**src/rtl/core/ebft_pkg.sv**
```systemverilog
// Shared types and constants for the elevation band frustum test unit.
package ebft_pkg;

    localparam int unsigned LEN_W   = 32;
    localparam int unsigned RAD_W   = 31;
    localparam int unsigned TRIG_W  = 16;
    localparam int unsigned ROOT_W  = 32;
    localparam int unsigned SQ_W    = 64;
    localparam int unsigned PROD_W  = 51;
    localparam int unsigned ADDR_W  = 5;

    localparam logic [2:0] REG_NEAR     = 3'd0;
    localparam logic [2:0] REG_FAR      = 3'd1;
    localparam logic [2:0] REG_SIN_LOW  = 3'd2;
    localparam logic [2:0] REG_COS_LOW  = 3'd3;
    localparam logic [2:0] REG_SIN_HIGH = 3'd4;
    localparam logic [2:0] REG_COS_HIGH = 3'd5;

    // One decoded item as the front hands it to the back.
    typedef struct packed {
        logic              no_far;
        logic [LEN_W-1:0]  abs_x;
        logic [LEN_W-1:0]  abs_y;
        logic [LEN_W-1:0]  abs_z;
        logic signed [LEN_W-1:0] z;
        logic [RAD_W-1:0]  radius;
    } item_t;

    typedef struct packed {
        logic [RAD_W-1:0]         near_range;
        logic [RAD_W-1:0]         far_range;
        logic signed [TRIG_W-1:0] sin_low;
        logic signed [TRIG_W-1:0] cos_low;
        logic signed [TRIG_W-1:0] sin_high;
        logic signed [TRIG_W-1:0] cos_high;
    } cfg_t;

endpackage

```
**src/rtl/core/ebft_queue.sv**
```systemverilog
// Two-entry word queue between the front and the back.
module ebft_queue
(
    input  logic            clk,
    input  logic            rst_n,
    input  logic            push,
    input  ebft_pkg::item_t push_item,
    input  logic            pop,
    output logic            not_empty,
    output logic            full,
    output ebft_pkg::item_t head
);

    ebft_pkg::item_t store_reg [2];
    logic            wr_ptr_reg;
    logic            rd_ptr_reg;
    logic [1:0]      count_reg;
    logic            do_pop;

    assign not_empty = (count_reg != 2'd0);
    assign full      = (count_reg == 2'd2);
    assign do_pop    = pop && not_empty;
    assign head      = store_reg[rd_ptr_reg];

    always_ff @(posedge clk or negedge rst_n)
    begin
        if (!rst_n)
        begin
            wr_ptr_reg <= 1'b0;
            rd_ptr_reg <= 1'b0;
            count_reg  <= 2'd0;
        end
        else
        begin
            if (push)
            begin
                wr_ptr_reg <= ~wr_ptr_reg;
            end
            if (do_pop)
            begin
                rd_ptr_reg <= ~rd_ptr_reg;
            end
            count_reg <= count_reg + 2'(push) - 2'(do_pop);
        end
    end

    always_ff @(posedge clk)
    begin
        if (push)
        begin
            store_reg[wr_ptr_reg] <= push_item;
        end
    end

endmodule

```
**config.mk**
```make
export PLATFORM = sky130hd
export DESIGN_NAME = ebft_queue
export DESIGN_NICKNAME = d
export VERILOG_FILES = /design/src/rtl/core/ebft_pkg.sv /design/src/rtl/core/ebft_queue.sv
export SDC_FILE = /design/constraint.sdc
export NUM_CORES = 1
export LEC_CHECK = 0
export BUFFER_PORTS_ARGS = -buffer_cell sky130_fd_sc_hd__buf_2
export CAP_MARGIN = 30
export CORE_MARGIN = 3
export CORE_UTILIZATION = 35
export DETAILED_ROUTE_END_ITERATION = 12
export REMOVE_ABC_BUFFERS = 1
export SETUP_SLACK_MARGIN = 0.1
export SLEW_MARGIN = 20
export SYNTH_ARGS = -nofsm -noshare
export SYNTH_HDL_FRONTEND = slang
export SYNTH_SLANG_ARGS = --single-unit
export TNS_END_PERCENT = 10
```
**constraint.sdc**
```tcl
create_clock -name clk -period 20.1 [get_ports clk]
set_input_delay 6.03 -clock clk [delete_from_list [all_inputs] [get_ports clk]]
set_output_delay 6.03 -clock clk [all_outputs]
set_load 0.005 [all_outputs]
```
==> impl_metrics.tcl <==
set metrics [dict create \
    status "finished, final reports clean" \
    yosysUniqueCellTypes 14 \
    max_freq_ghz 0.1133 \
    synth-edff-count 320 \
    startpoint_type "flop" \
    critical_path.top_delay_family "buffers and inverters" \
    rsz0062_at_grt "false" \
    async_flop_share_pct 1.235 \
    synth_most_common_cell "edfxtp_1" \
    powerDensity_nw_per_um2 139.9 \
    yosys-top-cells-count "edfxtp_1 (320), mux2_4 (90), mux2_2 (70), buf_6 (11), buf_2 (7)" \
    hold_path_end "wr_ptr_reg$_DFFE_PN0P_" \
    vias_per_cell 4.414 \
    hold_class "reg -> reg" \
    crit_type "reg -> out" \
    fin_setup_tns_ns 0 \
    rows 67 \
    cts_root_buf "clkbuf_16" \
    r2r-start "wr_ptr_reg$_DFFE_PN0P_" \
    cts-resized-gates 0 \
    grt_start_max_net_pins 68 \
    drive_gt1_share_pct 61.30 \
    fp.coreArea_um2 33780 \
    fin_ws_ns 11.27 \
    grt.total_usage_pct 12.58 \
    hpwl_um 16000 \
    p_clk_share_pct 28.9 \
    wire_per_inst_um 18.16 \
    dieHeight_um 192.0 \
    cts_tree "yes" \
    synth.avg_cell_area_um2 23.51 \
    required_ns 14.07 \
    maxCapViolations 0 \
    synth_ff_type "edfxtp_1" \
    drt_iter0_markers 250 \
    ys_ff_latch 324 \
    synth.largest_area_cell "edfxtp_1" \
    slew_headroom_pct 38.00 \
    worst_path_max_delay_cell "dfrtp_4" \
    die_x_um 192.0 \
    cts_hold_buffers 0 \
    grt_pass1_wl_um 35800 \
    synthCells 515 \
    first_global_vias 6321 \
    power.total_uw 2155 \
    cts_setup_buffers 0 \
    cts_max_level 2 \
    fin_crit_ns 8.828 \
    clk_path_buf_depth 3 \
    synth_seq_area_share_pct 80.19 \
    final-instance-count-excl-fill 1344 \
    worstHoldStart "wr_ptr_reg$_DFFE_PN0P_" \
    drc 0 \
    initial_core_util_pct 35.84 \
    r2r_cells 3 \
    switching_share_pct 26.22 \
    crit_path_max_fanout 43 \
    hold_path_depth 1 \
    area_delta_synth_final_pct 27.19 \
    ys_top_cells_by_area "edfxtp_1 (79%), mux2_4 (11%), mux2_2 (6.5%)" \
    place_ws_ns 11.65 \
    min_period_over_period_pct 43.92 \
    hold_violations 0 \
    fin_skew_ns 0.01180 \
    power_switching_uw 564.8 \
    end_kind "output pin" \
    tightest_slew_ns 0.9300 \
    worstPathCellList "buf_4 -> buf_12 -> mux2_2 -> buf_2" \
    clk_latency_ns 0.50 \
    syn_area_um2 12110 \
    drtPass1Iterations 4 \
    p_comb_share_pct 27.1 \
    power_leakage_uw 0.006014 \
    dr_total_vias 5933 \
    die-area_um2 36860 \
    gr-total-overflow 0 \
    layout.nets 1035 \
    place.gp.congestion 0.7121 \
    slew_viol_final 0 \
    cts.sinks 324 \
    critPathBufInv 3 \
    seq_power_share_pct 44.0 \
    ant_nets 0 \
    antenna_found_initial 4 \
    setup_viol 0 \
    largest_reg_flops 320 \
    nFillCells 2956 \
    reg2reg_slack_ns 17.85 \
    numPortBuffers 325 \
    path_clk_slew_ns 0.05 \
    cp.depth 4 \
    cts_made_buffers 36 \
    r2r_end "store_reg[0][141]$_DFFE_PP_" \
    placed_cells 1277 \
    internal_power_uw 1590 \
    crit_start "rd_ptr_reg$_DFFE_PN0P_" \
    yosysWarningCount 0 \
    arrival_ns 2.80 \
    drt-total-wl_um 24400 \
    peakVddDrop_mv 0.08203 \
    cp_slowest_stage_delay_ns 0.87 \
    io_pins 326 \
    synth_top_area_share_pct 79.36 \
]
[routing by layer]
layer | global-route usage (%) | wire length, um
met5 | 0 | 54
met4 | 3.755 | 502
met3 | 5.238 | 2418
met2 | 21.52 | 12300
met1 | 14.47 | 9122
[placed cells by master, fill, tap and decap left out, types with 2 or more instances in the layout]
cell type,count
mux2_2,70
inv_6,2
edfxtp_1,320
clkbuf_16,37
buf_2,325
diode_2,2
mux2_4,90
bufinv_16,3
inv_1,2
clkinv_2,7
dfrtp_1,3
xnor2_1,2
xor2_1,2
ha_1,2
clkbuf_1,9
buf_4,6
buf_16,2
clkinv_1,4
[power groups by stage]
stage / logic, uW / registers, uW / clock network (uW)
4_1_cts: 597 / 950 / 648
3_5_place_dp: 594 / 964 / 0
3_3_place_gp: 591 / 958 / 0
6_report: 584 / 947 / 624
5_1_grt: 635 / 962 / 676
2_1_floorplan: 390 / 1020 / 0
[area by class of cell]
class	count	area, um2	share of cell area (%)
sequential	324	9713	63.07
multi-input combinational	171	2242	14.56
timing repair buffer	334	1747	11.34
clock buffer	46	959.7	6.232
tap	448	560.5	3.640
clock inverter	17	165.2	1.072
inverter	2	7.507	0.04875
antenna	2	5.005	0.03250
[kinds of logic after synthesis]
logic type	count (synthesis)	share of synthesized area (%)
xor gates and xnor gates	4	0.2894
and+or+nand+nor	4	0.2067
AOI/OAI and AO/OA	1	0.06203
adders and majority gates	2	0.2066
buffers and inverters	20	1.374
muxes	160	17.67
DFF	324	80.19
[worst reg2reg max path, cell delays in order, from the launching register on]
cell     delay [ns]
dfrtp_1        0.42
nor2b_4        0.46
buf_16         0.23
buf_4          0.70
[stage by stage]
step | hold slack [ns] | cell area [um2] | util (%)
3_5_place_dp | 0.5401 | 14220 | 42.10
2_1_floorplan | 0.4555 | 11950 | -
3_3_place_gp | 0.5306 | 14190 | 42.02
5_1_grt | 0.5715 | 15390 | 45.57
4_1_cts | 0.5498 | 15350 | 45.43
6_report | 0.5472 | 15400 | 45.58
[how the worst max path moves through the flow]
| stage | slack, ns | end |
|---|---|---|
| floorplan | 6.45 | store_reg[0][0]$_DFFE_PP_ |
| global placement | 11.65 | head[8] |
| detailed placement | 11.65 | head[2] |
| CTS | 11.08 | head[51] |
| global route | 11.10 | head[51] |
| finish | 11.27 | head[23] |
Note: power is estimated with default switching activity, not from simulation.
