`config.mk`:
```
export PLATFORM = sky130hd
export DESIGN_NAME = ebft_front
export DESIGN_NICKNAME = d
export VERILOG_FILES = /design/src/rtl/core/ebft_pkg.sv /design/src/rtl/core/ebft_front.sv
export SDC_FILE = /design/constraint.sdc
export NUM_CORES = 1
export LEC_CHECK = 0
export BUFFER_PORTS_ARGS = -buffer_cell sky130_fd_sc_hd__buf_4
export CAP_MARGIN = 0
export CORE_MARGIN = 10
export CORE_UTILIZATION = 52
export DETAILED_ROUTE_END_ITERATION = 7
export PLACE_DENSITY = 0.85
export SLEW_MARGIN = 15
export SYNTH_ARGS = -nofsm -noshare
export SYNTH_HDL_FRONTEND = slang
export SYNTH_SLANG_ARGS = --single-unit
export TNS_END_PERCENT = 5
```
`constraint.sdc`:
```
create_clock -name clk -period 1 [get_ports clk]
set_clock_uncertainty 0.05 [all_clocks]
set_input_delay 0.1 -clock clk [delete_from_list [all_inputs] [get_ports clk]]
set_output_delay 0.1 -clock clk [all_outputs]
set_load 0.05 [all_outputs]
```
`src/rtl/core/ebft_pkg.sv`:
```
// Shared types and constants for the elevation band frustum test unit.
package ebft_pkg;

    localparam int unsigned LEN_W   = 32;
    localparam int unsigned RAD_W   = 31;
    localparam int unsigned TRIG_W  = 16;
    localparam int unsigned ROOT_W  = 32;
    localparam int unsigned SQ_W    = 64;
    localparam int unsigned PROD_W  = 51;
    localparam int unsigned ADDR_W  = 5;

    localparam logic [2:0] REG_NEAR     = 3'd0;
    localparam logic [2:0] REG_FAR      = 3'd1;
    localparam logic [2:0] REG_SIN_LOW  = 3'd2;
    localparam logic [2:0] REG_COS_LOW  = 3'd3;
    localparam logic [2:0] REG_SIN_HIGH = 3'd4;
    localparam logic [2:0] REG_COS_HIGH = 3'd5;

    // One decoded item as the front hands it to the back.
    typedef struct packed {
        logic              no_far;
        logic [LEN_W-1:0]  abs_x;
        logic [LEN_W-1:0]  abs_y;
        logic [LEN_W-1:0]  abs_z;
        logic signed [LEN_W-1:0] z;
        logic [RAD_W-1:0]  radius;
    } item_t;

    typedef struct packed {
        logic [RAD_W-1:0]         near_range;
        logic [RAD_W-1:0]         far_range;
        logic signed [TRIG_W-1:0] sin_low;
        logic signed [TRIG_W-1:0] cos_low;
        logic signed [TRIG_W-1:0] sin_high;
        logic signed [TRIG_W-1:0] cos_high;
    } cfg_t;

endpackage

```
`src/rtl/core/ebft_front.sv`:
```
// Front end: accepts a word, masks the radius and takes absolute values.
module ebft_front
(
    input  logic                          clk,
    input  logic                          rst_n,
    input  logic                          take,
    input  logic [1:0]                    opcode,
    input  logic signed [31:0]            pos_x,
    input  logic signed [31:0]            pos_y,
    input  logic signed [31:0]            pos_z,
    input  logic [ebft_pkg::RAD_W-1:0]    sphere_radius,
    output logic                          item_valid,
    output ebft_pkg::item_t               item
);

    logic            valid_reg;
    ebft_pkg::item_t item_reg;
    ebft_pkg::item_t item_next;

    function automatic logic [31:0] abs32(input logic signed [31:0] v);
        abs32 = v[31] ? 32'(-v) : 32'(v);
    endfunction

    always_comb
    begin
        item_next.no_far = opcode[0];
        item_next.abs_x  = abs32(pos_x);
        item_next.abs_y  = abs32(pos_y);
        item_next.abs_z  = abs32(pos_z);
        item_next.z      = pos_z;
        item_next.radius = opcode[1] ? sphere_radius : '0;
    end

    always_ff @(posedge clk or negedge rst_n)
    begin
        if (!rst_n)
        begin
            valid_reg <= 1'b0;
        end
        else
        begin
            valid_reg <= take;
        end
    end

    always_ff @(posedge clk)
    begin
        if (take)
        begin
            item_reg <= item_next;
        end
    end

    assign item_valid = valid_reg;
    assign item       = item_reg;

endmodule

```
==> results of run 1 <==
cell families after synthesis:
family          share of synthesized area [%]
xor+xnor                                 10.5
fa+ha+maj                                1.03
buf+inv                                  1.35
compound gates                           8.69
flops                                    66.2
simple gates                             12.2
cells in the mapped netlist:
cell type and n:
or3_1 8, nand3_1 12, nor4_2 4, or3_2 1, or2_2 4, nor2_1 10, nor3_1 10, buf_2 3
or4_4 1, or4_1 5, o21ai_0 23, o31ai_1 27, edfxtp_1 159, inv_1 7, xnor2_1 87, or2_1 1
clkbuf_1 10, and2_1 31, buf_4 1, o41ai_2 9, buf_1 3, nand2_1 33, nor4_4 2, nand3b_1 3
o21ai_1 1, nor4b_1 2, o31ai_2 1, or4b_1 1, nand2b_1 10, nand2_4 1, ha_1 6, dfrtp_1 1
nor4_1 8, nand4_1 1, nand4_2 1, o41ai_1 17
through the flow:
step | hold WS [ps] | cell area (um2)
after floorplan | -246 | 7270
after global placement | -174 | 10700
after detailed placement | -174 | 10700
==> impl_metrics.json, run 1 <==
{
  "cts.sinks": 160,
  "die_y_um": 138,
  "cts_buffers": 17,
  "cts_resized": 290,
  "synth_area_leaders": "edfxtp_1 66%, xnor2_1 11%, o31ai_1 2.8%",
  "root_buffer": "clkbuf_16",
  "io_pins": 293,
  "io_buffers": 292,
  "syn_inst": 504,
  "synthesis.area_mm2": 0.00725,
  "dpl.hpwl_mm": 18.7,
  "yosys.area.top_type_share_pct": 65.8,
  "place_ws_ps": -859,
  "synth_seq_cells": 160,
  "cts_setup_buffers": 6,
  "fp-row-count": 43,
  "dp_cells": 1100,
  "status": "did not finish",
  "syn-mean-instance-area_um2": 14.4,
  "place.gp.congestion": 0.928,
  "start_util_pct": 52.7,
  "synth_cell_types": 36,
  "synth.net_count": 642,
  "lastStage": "clock tree synthesis",
  "die_w_um": 138,
  "yosysTopAreaCell": "edfxtp_1",
  "tool.error": "[ERROR DPL-0033] detailed placement checks failed during check placement.",
  "ys_warn_count": 0,
  "ys_seq_area_share_pct": 66.2,
  "cts_hold_buf": 72,
  "cts_buffer_depth": 2,
  "htreeDepth": 4
}
==> run 2, diff against run 1 <==
Settings changed: CORE_UTILIZATION 52 to 40, PLACE_DENSITY 0.85 to default, PLACE_DENSITY_LB_ADDON from default to 0.15.
==> impl_metrics.json, run 2 <==
{
  "path_clk_slew_ps": 70,
  "finalMaxSlewViolations": 0,
  "drc_errors": 0,
  "power-per-cell-area_mw_per_mm2": 1480,
  "maxCapViolCount": 0,
  "io_buffers": 292,
  "cts_buffers": 17,
  "p_leak_nw": 5.68,
  "start_util_pct": 40.5,
  "vdd_drop_max_uv": 1230,
  "async_reset_ff_share_pct": 0.625,
  "syn_inst": 504,
  "final_nets": 1177,
  "place.gp.congestion": 0.839,
  "post_drt_wl_per_cell_um": 20.9,
  "synth_top_family_by_area": "simple AND/OR/NAND/NOR gates",
  "drtAntennaViolNets": 0,
  "setup_viol": 231,
  "cp_max_fo": 2,
  "finalCritPeriodShare_pct": 133,
  "hold_viol": 0,
  "crit_slowest_cell": "or4_4",
  "synth-edff-count": 159,
  "synthesis.area_mm2": 0.00725,
  "synth-compound-area-share_pct": 8.69,
  "rsz0062_at_grt": "true",
  "fin_util_pct": 78.7,
  "synth_cell_types": 36,
  "crit_start": "pos_y[25]",
  "fp-row-count": 49,
  "status": "finished, violations left",
  "core_area_mm2": 0.0179,
  "use_met1_pct": 22.1,
  "hp-start": "pos_y[22]",
  "grt_overflow": 0,
  "ys_warn_count": 0,
  "drtIter0Drc": 264,
  "mostFrequentLayoutCell": "buf_4",
  "required_ps": 1130,
  "fill_cells": 1021,
  "ys_seq_area_share_pct": 66.2,
  "power_mw": 20.9,
  "drt_pre_antenna_iters": 4,
  "grtUsageMet3_pct": 7.90,
  "routed_wl_mm": 26.8,
  "synth.net_count": 642,
  "die_w_um": 155,
  "largest_register_ffs": 159,
  "root_buffer": "clkbuf_16",
  "n_antenna_cell": 0,
  "fin_ws_ps": -332,
  "grt_pass1_wl_mm": 37.6,
  "muxShareOfSynthArea_pct": 0,
  "hold_depth": 3,
  "cp_data_arrival_time_ps": 1460,
  "grt_use_met2_pct": 34.4,
  "io_pins": 293,
  "antenna_found_initial": 0,
  "worst_slew_pin_slew_ps": 525,
  "yosysTopAreaCell": "edfxtp_1",
  "drive_gt1_share_pct": 56.9,
  "synth-simple-area-share_pct": 12.2,
  "synth-xor-area-share_pct": 10.5,
  "grt_max_degree": 54,
  "grt_pass1_vias": 6750,
  "cp_num_buf_inv": 1,
  "grt-busiest-layer": "met2",
  "max_freq_mhz": 751,
  "hold_class": "input port to flip-flop",
  "min_to": "item[117]",
  "ys.flop_type": "edfxtp_1",
  "die_area_mm2": 0.0239,
  "synth_area_leaders": "edfxtp_1 66%, xnor2_1 11%, o31ai_1 2.8%",
  "die_y_um": 155,
  "vias": 6440,
  "cts.sinks": 160,
  "track_usage_pct": 19.8,
  "startpoint_type": "input port",
  "max_stage_delay_ps": 520,
  "crit_top_cell": "or4_4",
  "vias_per_cell": 5.03,
  "cp_top_family": "simple AND/OR/NAND/NOR gates",
  "synth_most_common_cell": "edfxtp_1",
  "crit_type": "input port to flip-flop",
  "crit_chain": "buf_6 > or4_4 > or4_4 > o31ai_4 > xnor2_1",
  "syn-mean-instance-area_um2": 14.4,
  "end_kind": "flip-flop",
  "fin_crit_ps": 1330,
  "synth_seq_cells": 160,
  "syn_to_final_growth_pct": 94.2,
  "ys_top_cells_by_count": "159 x edfxtp_1, 87 x xnor2_1, 33 x nand2_1",
  "failed_checks": "setup timing",
  "dpl.hpwl_mm": 17.7,
  "yosys.area.top_type_share_pct": 65.8,
  "synth-adder-area-share_pct": 1.04,
  "cts_buffer_depth": 2,
  "htreeDepth": 4,
  "timing.slew.headroom_pct": 65.0,
  "tritoncts": "built",
  "layout_common_cells": "249 x buf_4, 185 x buf_6, 159 x edfxtp_1"
}
## run 2: cell counts after synthesis
No cell type changed its count.
## run 2: final cells by class
| cell class | count | area, um2 | area share, % |
|---|---|---|---|
| Timing Repair Buffer | 533 | 5120 | 36.3 |
| Sequential cell | 160 | 4800 | 34.1 |
| Multi-Input combinational cell | 320 | 3300 | 23.4 |
| Clock buffer | 17 | 425 | 3.02 |
| Tap cell | 229 | 287 | 2.03 |
| Clock inverter | 14 | 131 | 0.933 |
| Inverter | 7 | 26.3 | 0.187 |
## run 2: how the worst max path moves through the flow
| stage | endpoint | slack (ps) | cells after the start |
|---|---|---|---|
| 2_1_floorplan | item[125] | -620 | 4 |
| 3_3_place_gp | item[84] | -850 | 7 |
| 3_5_place_dp | item[125] | -920 | 9 |
| 4_1_cts | item[125] | -300 | 5 |
| 5_1_grt | item[92] | -400 | 6 |
| 6_report | item[125] | -330 | 5 |
## run 2: layer usage
layer  share of wire [%]  vias to the layer above
met1                  37                     3167
li1                    -                     2999
met3                 8.5                       27
met4                 1.3                        0
met2                  53                      247
met5                   0                        -
## run 2: cells by family (layout without fill, tap and decap cells)
group	Yosys count	in the layout
buf+inv	24	571
fa+ha+maj	6	6
xor+xnor	87	87
flops	160	160
compound gates	78	78
simple gates	149	149
## run 2: per-stage QoR
stage          cells  TNS (ps)  worst slack, ps  hold slack, ps  cell area [um2]
3_3_place_gp    1152    -53810             -852            -175            10900
3_5_place_dp    1152    -56220             -925            -174            10900
2_1_floorplan    504    -30140             -622            -246             7270
6_report        1280    -34860             -332            8.93            14100
4_1_cts         1271    -39660             -301           0.283            12900
5_1_grt         1280    -44740             -395            3.78            14100
## run 2: repair_timing
action,4_1_cts,5_1_grt
pin swaps,15,26
resized for setup,102,257
gates cloned,1,1
hold buffers,80,0
setup endpoints to repair,233,237
setup buffers,7,8
hold endpoints to repair,86,0
## run 2: power breakdown
group / switching, mW / internal, mW
clock network: 2.82 / 3.45
registers: 0.331 / 8.14
logic: 3.62 / 2.54
total: 6.76 / 14.1
## run 2: worst min-delay path, delay by kind of cell
kind,cells,cell delay (ps)
xor gates and xnor gates,1,100
buffers and inverters,2,190
No activity file was read; power rests on OpenSTA's default activity.
==> run 3, diff against run 2 <==
Clock period 1 ns to 1.4 ns, I/O delays scaled along.
==> impl_metrics.json, run 3 (synthesis gave the netlist of run 2 again) <==
{
  "status": "finished, violations left",
  "failed_checks": "setup timing",
  "fp-row-count": 49,
  "n_antenna_cell": 0,
  "cts_buffers": 17,
  "max_stage_delay_ps": 540,
  "drt_pre_antenna_iters": 5,
  "io_buffers": 292,
  "vias": 6120,
  "finalMaxSlewViolations": 0,
  "grt_max_degree": 36,
  "die_area_mm2": 0.0239,
  "hp-start": "take",
  "drtAntennaViolNets": 0,
  "power-per-cell-area_mw_per_mm2": 1180,
  "cts_buffer_depth": 2,
  "die_y_um": 155,
  "end_kind": "flip-flop",
  "hold_class": "input port to flip-flop",
  "cp_data_arrival_time_ps": 1540,
  "drtIter0Drc": 231,
  "tritoncts": "built",
  "startpoint_type": "input port",
  "place_ws_ps": -482,
  "htreeDepth": 4,
  "die_w_um": 155,
  "vdd_drop_max_uv": 896,
  "maxCapViolCount": 0,
  "antenna_found_initial": 1,
  "drive_gt1_share_pct": 50.0,
  "cts.sinks": 160,
  "fin_crit_ps": 1410,
  "routed_wl_mm": 22.9,
  "cp_num_buf_inv": 1,
  "p_leak_nw": 4.99,
  "grt_overflow": 0,
  "fin_util_pct": 69.1,
  "drc_errors": 0,
  "core_area_mm2": 0.0179,
  "power_mw": 14.7,
  "rsz0062_at_grt": "true",
  "timing.slew.headroom_pct": 68.7,
  "grt_pass1_wl_mm": 35.0,
  "vias_per_cell": 4.86,
  "final_nets": 1154,
  "cp_max_fo": 2,
  "place.gp.congestion": 0.857,
  "crit_slowest_cell": "or4_1",
  "max_freq_mhz": 707,
  "finalCritPeriodShare_pct": 101,
  "largest_register_ffs": 159,
  "io_pins": 293,
  "track_usage_pct": 18.4,
  "mostFrequentLayoutCell": "buf_4",
  "grt_pass1_vias": 6455,
  "post_dp_cell_area_mm2": 0.0108,
  "crit_chain": "buf_4 > or4_1 > or4_4 > o31ai_4 > xnor2_1",
  "cp_top_family": "simple AND/OR/NAND/NOR gates",
  "crit_start": "pos_y[25]",
  "hold_viol": 0,
  "worst_slew_pin_slew_ps": 463,
  "required_ps": 1530,
  "path_clk_slew_ps": 70,
  "crit_type": "input port to flip-flop",
  "layout_common_cells": "427 x buf_4, 159 x edfxtp_1, 87 x xnor2_1",
  "final_area_mm2": 0.0124,
  "root_buffer": "clkbuf_16",
  "fin_ws_ps": -14.3,
  "syn_to_final_growth_pct": 70.7,
  "start_util_pct": 40.5,
  "dpl.hpwl_mm": 17.2,
  "dp_cells": 1149,
  "post_drt_wl_per_cell_um": 18.2,
  "final_cell_count_no_fill": 1258,
  "setup_viol": 2
}
[run 3: cell types whose count changed in the layout (fill, tap and decap cells not counted), sizes merged]
cell	change
clkinv	-1
inv	+2
clkbuf	-1
buf	-19
dlygate4sd3	-3
clkinvlp	-2
bufinv	+2
[run 3: path summary, 6_finish.rpt]
kind | endpoint | cells after the start
hold / removal | item[122] | 1
setup / recovery | item[125] | 5
min in group asynchronous | item_valid | 3
max in group asynchronous | item_valid | 3
[run 3: routing by layer]
| layer | share of wire [%] | vias up | track usage (%) |
|---|---|---|---|
| met5 | 0 | - | 0 |
| met4 | 1.5 | 0 | 5.22 |
| met3 | 9.7 | 24 | 8.10 |
| met2 | 50 | 222 | 31.0 |
| met1 | 39 | 2919 | 20.7 |
| li1 | - | 2955 | - |
[run 3: what timing repair did]
action,in CTS,in global routing
endpoints found under the hold margin,81,0
pin swaps,0,1
buffers inserted,0,0
setup endpoints to repair,4,30
hold buffers,77,0
gates resized for setup,5,23
[run 3: area by class of cell]
class / count / area (um2)
Fill cell: 1287 / 5520
Sequential cell: 160 / 4800
Timing Repair Buffer: 510 / 4090
Multi-Input combinational cell: 320 / 2560
Clock buffer: 17 / 425
Tap cell: 229 / 287
Clock inverter: 15 / 196
Inverter: 7 / 26.3
[run 3: stage by stage]
stage	setup TNS [ps]	hold slack, ps
after detailed placement	-23640	-133
after global placement	-22570	-134
after global routing	-320	19.4
after CTS	0	12.0
after floorplan	-5220	-206
final	-19.3	26.7
[run 3: where the power goes]
| group | switching (mW) | leakage [nW] | internal [mW] |
|---|---|---|---|
| Sequential | 0.147 | 1.56 | 5.80 |
| Combinational | 2.42 | 3.12 | 1.41 |
| Clock | 2.01 | 0.306 | 2.87 |
| Total | 4.58 | 4.99 | 10.1 |
==> run 4, diff against run 3 <==
Settings changed: CORE_ASPECT_RATIO from default to 0.5.
==> impl_metrics.json, run 4 (synthesis gave the netlist of run 2 again) <==
{
  "crit_chain": "buf_4 > or4_4 > or4_4 > o31ai_4 > xnor2_1",
  "multi_input_area_mm2": 0.00247,
  "pwr-share-seq_pct": 40.7,
  "n_antenna_cell": 0,
  "combPwrFrac_pct": 26.2,
  "final_nets": 1151,
  "crit_top_cell": "or4_4",
  "vdd_drop_max_uv": 782,
  "syn_to_final_growth_pct": 68.6,
  "finalMaxSlewViolations": 0,
  "core_area_mm2": 0.0176,
  "use_met1_pct": 21.6,
  "vias_per_cell": 4.81,
  "grt_max_degree": 52,
  "root_buffer": "clkbuf_16",
  "grt_use_met2_pct": 34.8,
  "cp_max_fo": 2,
  "io_pins": 293,
  "seq_area_mm2": 0.00480,
  "fill_cells": 1258,
  "grtUsageMet3_pct": 5.62,
  "cp_num_buf_inv": 1,
  "drive_gt1_share_pct": 48.6,
  "grt_pass1_vias": 6432,
  "vias": 6064,
  "max_freq_mhz": 707,
  "rsz0062_at_grt": "true",
  "cts_buffer_depth": 2,
  "drc_errors": 0,
  "htreeDepth": 4,
  "crit_type": "input port to flip-flop",
  "setup_viol": 2,
  "io_buffers": 292,
  "failed_checks": "setup timing",
  "grt-busiest-layer": "met2",
  "start_util_pct": 41.3,
  "place.gp.congestion": 0.833,
  "pwr-share-clk_pct": 33.1,
  "track_usage_pct": 19.0,
  "path_clk_slew_ps": 70,
  "fp-row-count": 34,
  "switching_share_pct": 30.5,
  "tritoncts": "built",
  "fin_ws_ps": -14.0,
  "layout_common_cells": "428 x buf_4, 159 x edfxtp_1, 87 x xnor2_1",
  "internal_power_mw": 10.2,
  "cts_buffers": 17,
  "grt_overflow": 0,
  "antenna_found_initial": 0,
  "die_w_um": 210,
  "die_area_mm2": 0.0242,
  "mostFrequentLayoutCell": "buf_4",
  "dpl.hpwl_mm": 17.9,
  "crit_slowest_cell": "or4_4",
  "p_leak_nw": 4.93,
  "die_y_um": 115,
  "routed_wl_mm": 23.9,
  "drt_pre_antenna_iters": 7,
  "hold_ws_ps": 36.6,
  "drtIter0Drc": 371,
  "end_kind": "flip-flop",
  "power-per-cell-area_mw_per_mm2": 1200,
  "hold_viol": 0,
  "drtAntennaViolNets": 0,
  "maxCapViolCount": 0,
  "grt_pass1_wl_mm": 36.0,
  "max_stage_delay_ps": 530,
  "startpoint_type": "input port",
  "status": "finished, violations left",
  "switching_power_mw": 4.47,
  "cts_setup_buffers": 0,
  "cts.sinks": 160,
  "largest_register_ffs": 159,
  "worst_slew_pin_slew_ps": 453,
  "cp_data_arrival_time_ps": 1530,
  "cp_top_family": "simple AND/OR/NAND/NOR gates",
  "finalCritPeriodShare_pct": 101,
  "fin_crit_ps": 1410,
  "timing.slew.headroom_pct": 69.4,
  "post_drt_wl_per_cell_um": 19.0,
  "fin_setup_tns_ps": -27.1,
  "required_ps": 1510,
  "hold_class": "input port to flip-flop"
}
run 4: repair_timing:
| action | 4_1_cts | 5_1_grt |
|---|---|---|
| hold buffers | 75 | 0 |
| pin swaps | 0 | 2 |
| endpoints found under the setup margin | 2 | 33 |
| hold endpoints to repair | 77 | 0 |
| gates resized for setup | 2 | 13 |
run 4: power by group through the flow:
stage / Clock [mW] / Sequential (mW) / Combinational, mW
after floorplan: 0 / 7.60 / 0.470
after global placement: 0 / 6.04 / 3.64
after detailed placement: 0 / 6.05 / 3.67
after CTS: 4.95 / 5.96 / 3.85
after global routing: 5.12 / 6.00 / 4.01
final: 4.85 / 5.96 / 3.83
run 4: cell type report:
class	count	share of cell area (%)
clock buffers	23	3.91
clock inverters	9	1.07
inverters	7	0.215
multi-input cells	320	20.2
flip-flops and latches	160	39.2
well taps	234	2.39
repair buffers	507	33.0
run 4: routing by layer:
| metal | wire length (um) | up-vias | part of all wire, % |
|---|---|---|---|
| li1 | - | 2937 | - |
| met1 | 9560 | 2945 | 40 |
| met2 | 12800 | 167 | 53 |
| met3 | 1380 | 15 | 5.8 |
| met4 | 238 | 0 | 0.99 |
| met5 | 0 | - | 0 |
run 4: path summary, 6_finish.rpt:
check,from,end,depth (start not counted)
min in group asynchronous,rst_n,item_valid,3
setup / recovery,pos_y[25],item[125],5
max in group asynchronous,rst_n,item_valid,3
hold / removal,take,item[100],1
run 4: through the flow:
| stage | cell area, um2 | setup WS, ps | total power [mW] | instances | util (%) |
|---|---|---|---|---|---|
| 6_report | 12200 | -14.0 | 14.6 | 1260 | 69.6 |
| 5_1_grt | 12200 | -93.2 | 15.1 | 1260 | 69.6 |
| 4_1_cts | 12100 | 7.87 | 14.8 | 1260 | 69.1 |
| 3_5_place_dp | 10800 | -463 | 9.73 | 1153 | 61.3 |
| 3_3_place_gp | 10800 | -444 | 9.67 | 1153 | 61.3 |
| 2_1_floorplan | 7270 | -262 | 8.07 | 504 | - |
